File: config.mk
export PLATFORM = sky130hd
export DESIGN_NAME = sha256_stream_hasher_top
export DESIGN_NICKNAME = d
export VERILOG_FILES = /design/src/sv/sha_pkg.sv /design/src/sv/sha_round.sv /design/src/sv/sha256_stream_hasher_top.sv
export SDC_FILE = /design/constraint.sdc
export NUM_CORES = 2
export LEC_CHECK = 0
export ABC_CLOCK_PERIOD_IN_PS = 72900
export BUFFER_PORTS_ARGS = -buffer_cell sky130_fd_sc_hd__buf_2
export CORE_UTILIZATION = 35
export DETAILED_ROUTE_END_ITERATION = 10
export GPL_TIMING_DRIVEN = 0
export PLACE_DENSITY_LB_ADDON = 0.25
export SYNTH_ARGS = -nofsm -noshare
export SYNTH_HDL_FRONTEND = slang
export SYNTH_SLANG_ARGS = --single-unit
File: constraint.sdc
create_clock -name clk_i -period 72.9 [get_ports clk_i]
set_input_delay 10.935 -clock clk_i [delete_from_list [all_inputs] [get_ports clk_i]]
set_output_delay 10.935 -clock clk_i [all_outputs]
set_load 0.02 [all_outputs]
File: src/sv/sha_pkg.sv
package sha_pkg;

  typedef struct packed {
    logic [7:0] msg_byte;
    logic       byte_valid;
    logic       end_of_message;
  } in_t;

  typedef struct packed {
    logic [31:0] digest_word;
    logic [2:0]  word_index;
    logic        last_word;
  } out_t;

  typedef struct packed {
    logic busy;
    logic done;
  } rnd_sts_t;

endpackage

File: src/sv/sha_round.sv
module sha_round (
  input  logic                   clk_i,
  input  logic                   rst_ni,
  input  logic                   start_i,
  input  logic [511:0]           block_i,
  input  logic [7:0][31:0]       chain_i,
  output logic [7:0][31:0]       vars_o,
  output sha_pkg::rnd_sts_t      sts_o
);
  import sha_pkg::*;

  localparam logic [31:0] K_TABLE [64] = '{
    32'h428a2f98, 32'h71374491, 32'hb5c0fbcf, 32'he9b5dba5,
    32'h3956c25b, 32'h59f111f1, 32'h923f82a4, 32'hab1c5ed5,
    32'hd807aa98, 32'h12835b01, 32'h243185be, 32'h550c7dc3,
    32'h72be5d74, 32'h80deb1fe, 32'h9bdc06a7, 32'hc19bf174,
    32'he49b69c1, 32'hefbe4786, 32'h0fc19dc6, 32'h240ca1cc,
    32'h2de92c6f, 32'h4a7484aa, 32'h5cb0a9dc, 32'h76f988da,
    32'h983e5152, 32'ha831c66d, 32'hb00327c8, 32'hbf597fc7,
    32'hc6e00bf3, 32'hd5a79147, 32'h06ca6351, 32'h14292967,
    32'h27b70a85, 32'h2e1b2138, 32'h4d2c6dfc, 32'h53380d13,
    32'h650a7354, 32'h766a0abb, 32'h81c2c92e, 32'h92722c85,
    32'ha2bfe8a1, 32'ha81a664b, 32'hc24b8b70, 32'hc76c51a3,
    32'hd192e819, 32'hd6990624, 32'hf40e3585, 32'h106aa070,
    32'h19a4c116, 32'h1e376c08, 32'h2748774c, 32'h34b0bcb5,
    32'h391c0cb3, 32'h4ed8aa4a, 32'h5b9cca4f, 32'h682e6ff3,
    32'h748f82ee, 32'h78a5636f, 32'h84c87814, 32'h8cc70208,
    32'h90befffa, 32'ha4506ceb, 32'hbef9a3f7, 32'hc67178f2
  };

  localparam logic [5:0] LAST_ROUND = 6'd63;

  function automatic logic [31:0] rotr(input logic [31:0] x, input int unsigned n);
    return (x >> n) | (x << (32 - n));
  endfunction

  logic [15:0][31:0] win_q, win_d;
  logic [7:0][31:0]  var_q, var_d;
  logic [5:0]        cnt_q, cnt_d;
  logic              busy_q, busy_d;
  logic              done_q, done_d;

  logic [31:0] w_new, t1, t2, s0, s1, bs0, bs1, ch, maj;

  always_comb begin
    s0    = rotr(win_q[1], 7) ^ rotr(win_q[1], 18) ^ (win_q[1] >> 3);
    s1    = rotr(win_q[14], 17) ^ rotr(win_q[14], 19) ^ (win_q[14] >> 10);
    w_new = s1 + win_q[9] + s0 + win_q[0];
    bs1   = rotr(var_q[4], 6) ^ rotr(var_q[4], 11) ^ rotr(var_q[4], 25);
    ch    = (var_q[4] & var_q[5]) ^ (~var_q[4] & var_q[6]);
    bs0   = rotr(var_q[0], 2) ^ rotr(var_q[0], 13) ^ rotr(var_q[0], 22);
    maj   = (var_q[0] & var_q[1]) ^ (var_q[0] & var_q[2]) ^ (var_q[1] & var_q[2]);
    t1    = var_q[7] + bs1 + ch + K_TABLE[cnt_q] + win_q[0];
    t2    = bs0 + maj;
  end

  always_comb begin
    win_d  = win_q;
    var_d  = var_q;
    cnt_d  = cnt_q;
    busy_d = busy_q;
    done_d = 1'b0;
    if (start_i) begin
      for (int i = 0; i < 16; i++) begin
        win_d[i] = block_i[511 - 32 * i -: 32];
      end
      var_d  = chain_i;
      cnt_d  = '0;
      busy_d = 1'b1;
    end else if (busy_q) begin
      for (int i = 0; i < 15; i++) begin
        win_d[i] = win_q[i + 1];
      end
      win_d[15] = w_new;
      var_d[7]  = var_q[6];
      var_d[6]  = var_q[5];
      var_d[5]  = var_q[4];
      var_d[4]  = var_q[3] + t1;
      var_d[3]  = var_q[2];
      var_d[2]  = var_q[1];
      var_d[1]  = var_q[0];
      var_d[0]  = t1 + t2;
      cnt_d     = cnt_q + 6'd1;
      if (cnt_q == LAST_ROUND) begin
        busy_d = 1'b0;
        done_d = 1'b1;
      end
    end
  end

  always_ff @(posedge clk_i or negedge rst_ni) begin
    if (!rst_ni) begin
      cnt_q  <= '0;
      busy_q <= 1'b0;
      done_q <= 1'b0;
    end else begin
      cnt_q  <= cnt_d;
      busy_q <= busy_d;
      done_q <= done_d;
    end
  end

  always_ff @(posedge clk_i) begin
    win_q <= win_d;
    var_q <= var_d;
  end

  assign vars_o     = var_q;
  assign sts_o.busy = busy_q;
  assign sts_o.done = done_q;

endmodule

File: src/sv/sha256_stream_hasher_top.sv
// a data beat is taken while idle; the 64th byte of a block starts a compression
// (load, 64 rounds of the shared round unit, chaining add), with input stalled meanwhile
// end of message: one pad byte per cycle up to the next block end, one or two compressions,
// then eight digest beats; no new byte is taken until the last digest beat is accepted
// reset: asynchronous active low, chaining state back to the initial hash, counters cleared
module sha256_stream_hasher_top (
  input  logic           clk_i,
  input  logic           rst_ni,
  input  logic           in_valid_i,
  output logic           in_stall_o,
  input  sha_pkg::in_t   in_data_i,
  output logic           out_valid_o,
  input  logic           out_stall_i,
  output sha_pkg::out_t  out_data_o
);
  import sha_pkg::*;

  localparam logic [1:0] ST_IDLE = 2'd0;
  localparam logic [1:0] ST_PAD  = 2'd1;
  localparam logic [1:0] ST_COMP = 2'd2;
  localparam logic [1:0] ST_OUT  = 2'd3;

  localparam logic [7:0] PAD_BYTE  = 8'h80;
  localparam logic [5:0] FILL_LAST = 6'd63;
  localparam logic [5:0] LEN_START = 6'd56;
  localparam logic [2:0] IDX_LAST  = 3'd7;

  localparam logic [7:0][31:0] IV = {
    32'h5be0cd19, 32'h1f83d9ab, 32'h9b05688c, 32'h510e527f,
    32'ha54ff53a, 32'h3c6ef372, 32'hbb67ae85, 32'h6a09e667
  };

  logic [1:0]       state_q, state_d;
  logic [511:0]     block_q, block_d;
  logic [5:0]       fill_q, fill_d;
  logic [63:0]      bits_q, bits_d;
  logic [7:0][31:0] chain_q, chain_d;
  logic [2:0]       idx_q, idx_d;
  logic             end_q, end_d;
  logic             p80_q, p80_d;
  logic             two_q, two_d;
  logic             final_q, final_d;
  logic             start_q, start_d;

  logic             shift_en;
  logic [7:0]       shift_byte;
  logic [63:0]      len_sh;
  logic             len_byte;
  logic [7:0][31:0] vars;
  rnd_sts_t         rnd_sts;

  sha_round u_round (
    .clk_i   (clk_i),
    .rst_ni  (rst_ni),
    .start_i (start_q),
    .block_i (block_q),
    .chain_i (chain_q),
    .vars_o  (vars),
    .sts_o   (rnd_sts)
  );

  assign len_sh   = bits_q >> {~fill_q[2:0], 3'b000};
  assign len_byte = p80_q && (fill_q >= LEN_START) && !two_q;

  always_comb begin
    state_d    = state_q;
    fill_d     = fill_q;
    bits_d     = bits_q;
    chain_d    = chain_q;
    idx_d      = idx_q;
    end_d      = end_q;
    p80_d      = p80_q;
    two_d      = two_q;
    final_d    = final_q;
    start_d    = 1'b0;
    shift_en   = 1'b0;
    shift_byte = in_data_i.msg_byte;
    case (state_q)
      ST_IDLE: begin
        if (in_valid_i) begin
          end_d = in_data_i.end_of_message;
          p80_d = 1'b0;
          two_d = 1'b0;
          if (in_data_i.byte_valid) begin
            shift_en = 1'b1;
            bits_d   = bits_q + 64'd8;
          end
          if (in_data_i.byte_valid && fill_q == FILL_LAST) begin
            start_d = 1'b1;
            final_d = 1'b0;
            state_d = ST_COMP;
          end else if (in_data_i.end_of_message) begin
            state_d = ST_PAD;
          end
        end
      end
      ST_PAD: begin
        shift_en = 1'b1;
        if (!p80_q) begin
          shift_byte = PAD_BYTE;
        end else if (len_byte) begin
          shift_byte = len_sh[7:0];
        end else begin
          shift_byte = '0;
        end
        p80_d = 1'b1;
        two_d = two_q || (!p80_q && fill_q >= LEN_START);
        if (fill_q == FILL_LAST) begin
          start_d = 1'b1;
          final_d = len_byte;
          two_d   = 1'b0;
          state_d = ST_COMP;
        end
      end
      ST_COMP: begin
        if (rnd_sts.done) begin
          for (int i = 0; i < 8; i++) begin
            chain_d[i] = chain_q[i] + vars[i];
          end
          if (final_q) begin
            idx_d   = '0;
            state_d = ST_OUT;
          end else if (end_q) begin
            state_d = ST_PAD;
          end else begin
            state_d = ST_IDLE;
          end
        end
      end
      ST_OUT: begin
        if (!out_stall_i) begin
          idx_d = idx_q + 3'd1;
          if (idx_q == IDX_LAST) begin
            chain_d = IV;
            bits_d  = '0;
            end_d   = 1'b0;
            final_d = 1'b0;
            state_d = ST_IDLE;
          end
        end
      end
      default: state_d = ST_IDLE;
    endcase
    block_d = block_q;
    if (shift_en) begin
      block_d = {block_q[503:0], shift_byte};
      fill_d  = fill_q + 6'd1;
    end
  end

  always_ff @(posedge clk_i or negedge rst_ni) begin
    if (!rst_ni) begin
      state_q <= ST_IDLE;
      fill_q  <= '0;
      bits_q  <= '0;
      chain_q <= IV;
      idx_q   <= '0;
      end_q   <= 1'b0;
      p80_q   <= 1'b0;
      two_q   <= 1'b0;
      final_q <= 1'b0;
      start_q <= 1'b0;
    end else begin
      state_q <= state_d;
      fill_q  <= fill_d;
      bits_q  <= bits_d;
      chain_q <= chain_d;
      idx_q   <= idx_d;
      end_q   <= end_d;
      p80_q   <= p80_d;
      two_q   <= two_d;
      final_q <= final_d;
      start_q <= start_d;
    end
  end

  always_ff @(posedge clk_i) begin
    block_q <= block_d;
  end

  assign in_stall_o             = (state_q != ST_IDLE);
  assign out_valid_o            = (state_q == ST_OUT);
  assign out_data_o.digest_word = chain_q[idx_q];
  assign out_data_o.word_index  = idx_q;
  assign out_data_o.last_word   = (idx_q == IDX_LAST);

  a_round_in_comp: assert property (@(posedge clk_i) disable iff (!rst_ni)
    (rnd_sts.busy || rnd_sts.done || start_q) |-> state_q == ST_COMP)
    else $error("round unit active outside compression");

  a_start_loads_full: assert property (@(posedge clk_i) disable iff (!rst_ni)
    start_q |-> fill_q == '0)
    else $error("compression started on a partial block");

  a_last_beat_resets: assert property (@(posedge clk_i) disable iff (!rst_ni)
    (out_valid_o && !out_stall_i && out_data_o.last_word) |=>
      (state_q == ST_IDLE && fill_q == '0 && bits_q == '0 && chain_q == IV))
    else $error("message state not reinitialized after digest");

  a_pad_len_phase: assert property (@(posedge clk_i) disable iff (!rst_ni)
    (state_q == ST_PAD && two_q) |-> p80_q)
    else $error("second pad block flagged before the pad byte");

endmodule

==> run metrics <==
outcome=finished, violations left; failing checks=max-capacitance violations, max-slew violations; Post-CTS Resized=0; synthesized area per cell=12.6 um^2; Max Slew Vio Count=11; Max clock buf depth=3; CP Capture Type=output port; Starting Density=35.3%; clock tree sinks=1621; most frequent cells in the layout=edfxtp_1 (1280), mux2_2 (719), a21oi_1 (453); final wirelength=303000 um; final setup vio count=0; most common cell after layout, fill and taps aside=edfxtp_1; Post-synth EDFFs=1280; post-synth cell types=84; post-synthesis mux area share=11.7%; site row count=185; Worst Path Required=61.97 ns; worst skew pair latency=0.87 ns; Mapped Nets=7770; ys flop type=edfxtp_1; Layout Nets=8036; Final min period=15.29 ns; share of cells above drive strength 1=17.6%; post-synthesis simple-gate area fraction=6.54%; crit start category=register; GR Overflow Total=0; GRT Total Usage=23.1%; H-tree depth reported by CTS=4; yosys warns=0; post-CTS setup buffers=0; CTS buffer count=175; Final Cycle Share=21.0%; Synth top area share=42.7%; Clock Tree Root=clkbuf_16; Setup Skew=0.0737 ns; WS Path Type=register to output port; crit path DAT=4.36 ns; relative max-transition margin=-6.24%; Synth Area in Adders=10.2%; number of global-route vias before repair=59600; Detail Placement HPWL=230000 um; register area share after synthesis=52.4%; max capacitance violation total=1; hold_buf cts=0; die extent in x=509 um; Synth area leader=edfxtp_1; fraction of synthesized cell area in xor and xnor cells=6.16%; maximum fanout along the worst path=10; RePlAce Congestion=0.977; Hold Path Class=register to register; CTS tree=done; asr flop ratio synth=21.0%; drt pass-1 iters=6; area of the core=255000 um^2; # DRC=0; post-synthesis compound-gate area fraction=10.5%; top cells by area, synth=edfxtp_1 (43%), mux2_2 (9.0%), dfrtp_1 (5.7%); transition time of the tightest slew-check pin=1.59 ns; vias=60500; first-pass GRT wire length=432000 um; Initial DRC Count=6647; antenna violations before repair=14; wire per inst=27.7 um; Chip Height=509 um; drt via density=5.53; RSZ-0062 raised after global routing=no; Final Hold Fails=0; Fmax=65.4 MHz; I/O Pins=52; Mapped Cells=7162; #FFs+latches synth=1621; TNS Setup=0 ns; largest net degree at the start of global routing=93; area of the mapped netlist=90000 um^2; IO Port Bufs=51; DIE AREA=259000 um^2; Reg clk slew, reported paths=0.06 ns; largest family of logic cells by synthesized area=multiplexers; ANT nets after route=0; Area Overhead vs Synth=12.3%
-- final timing paths --
path | start | to | slack [ns] | cells after the start
min | block_q[23] | block_q[31] | 0.42 | 0
max | idx_q[0] | out_data_o[34] | 57.61 | 5
min reg2reg | block_q[23] | block_q[31] | 0.42 | 0
max in group asynchronous | rst_ni | bits_q[63] | 61.12 | 3
min in group asynchronous | rst_ni | chain_q[155] | 10.17 | 1
max reg2reg | u_round.cnt_q[0] | u_round.vars_o[30] | 60.25 | 33
-- area by class of cell --
class | instances | area (um^2)
diodes | 3 | 7.51
plain buffers | 328 | 1250
clock buffers | 220 | 4630
clock inverters | 104 | 1050
fillers | 24000 | 154000
inverters | 293 | 1100
multi-input cells | 4920 | 40500
flip-flops and latches | 1621 | 47100
well taps | 3366 | 4210
repair buffers | 89 | 1150
-- stage by stage --
step / std cells / hold WS (ns) / worst slack (ns) / utilization (%) / area, um^2
floorplan: 7162 / 0.420 / 37.67 / - / 90000
global placement: 10600 / 0.421 / 24.79 / 37.1 / 94500
detailed placement: 10600 / 0.427 / 58.40 / 37.4 / 95400
CTS: 10900 / 0.402 / 57.53 / 39.7 / 101000
global route: 10900 / 0.418 / 57.45 / 39.7 / 101000
finish: 10900 / 0.420 / 57.61 / 39.7 / 101000
-- critical path, cell delays in order (launching register included) --
cell	delay, ns
dfrtp_1	0.46
clkbuf_2	0.67
buf_1	1.05
mux4_2	0.68
mux2_2	0.42
buf_2	0.21
-- sequential cells by signal (all words and copies together), names as in the netlist --
signal	cells
fill_q	6
end_q	1
p80_q	1
final_q	1
u_round.done_q	1
u_round.win_q	512
idx_q	3
u_round.vars_o	256
chain_q	256
two_q	1
bits_q	61
start_q	1
state_q	2
block_q	512
u_round.busy_q	1
u_round.cnt_q	6
-- per-layer routing --
metal,vias to the layer above,global-route usage [%],share of wire [%]
met3,409,3.03,6.5
met5,-,0,0.0066
met2,2266,35.9,45
met4,2,7.30,3.2
li1,26900,-,-
met1,31000,33.4,46
-- kinds of logic after synthesis --
| kind of cell | count (synthesis) |
|---|---|
| multiplexers | 853 |
| adder cells (fa/ha/maj) | 619 |
| flip-flops | 1621 |
| XOR/XNOR | 633 |
| AND/OR/NAND/NOR | 1288 |
| buffers and inverters | 621 |
| AO/OA/AOI/OAI | 1527 |
-- synthesized netlist by cell type, drive strengths merged, types with 40 or more instances --
master / count
edfxtp: 1280
mux2: 719
a21oi: 453
o21ai: 449
nand2: 439
xnor2: 408
ha: 399
nor2: 375
clkbuf: 298
inv: 292
xor2: 225
dfrtp: 205
fa: 195
a21o: 167
dfstp: 136
nand3: 103
mux4: 84
nand2b: 68
nor3: 65
o21a: 65
o21bai: 59
mux2i: 50
nor2b: 48
and3: 46
a31oi: 42
a211oi: 40
Power is left out: the tool's default activity adds up to more than one toggle a clock period on the data nets, which glitch-free logic cannot reach.
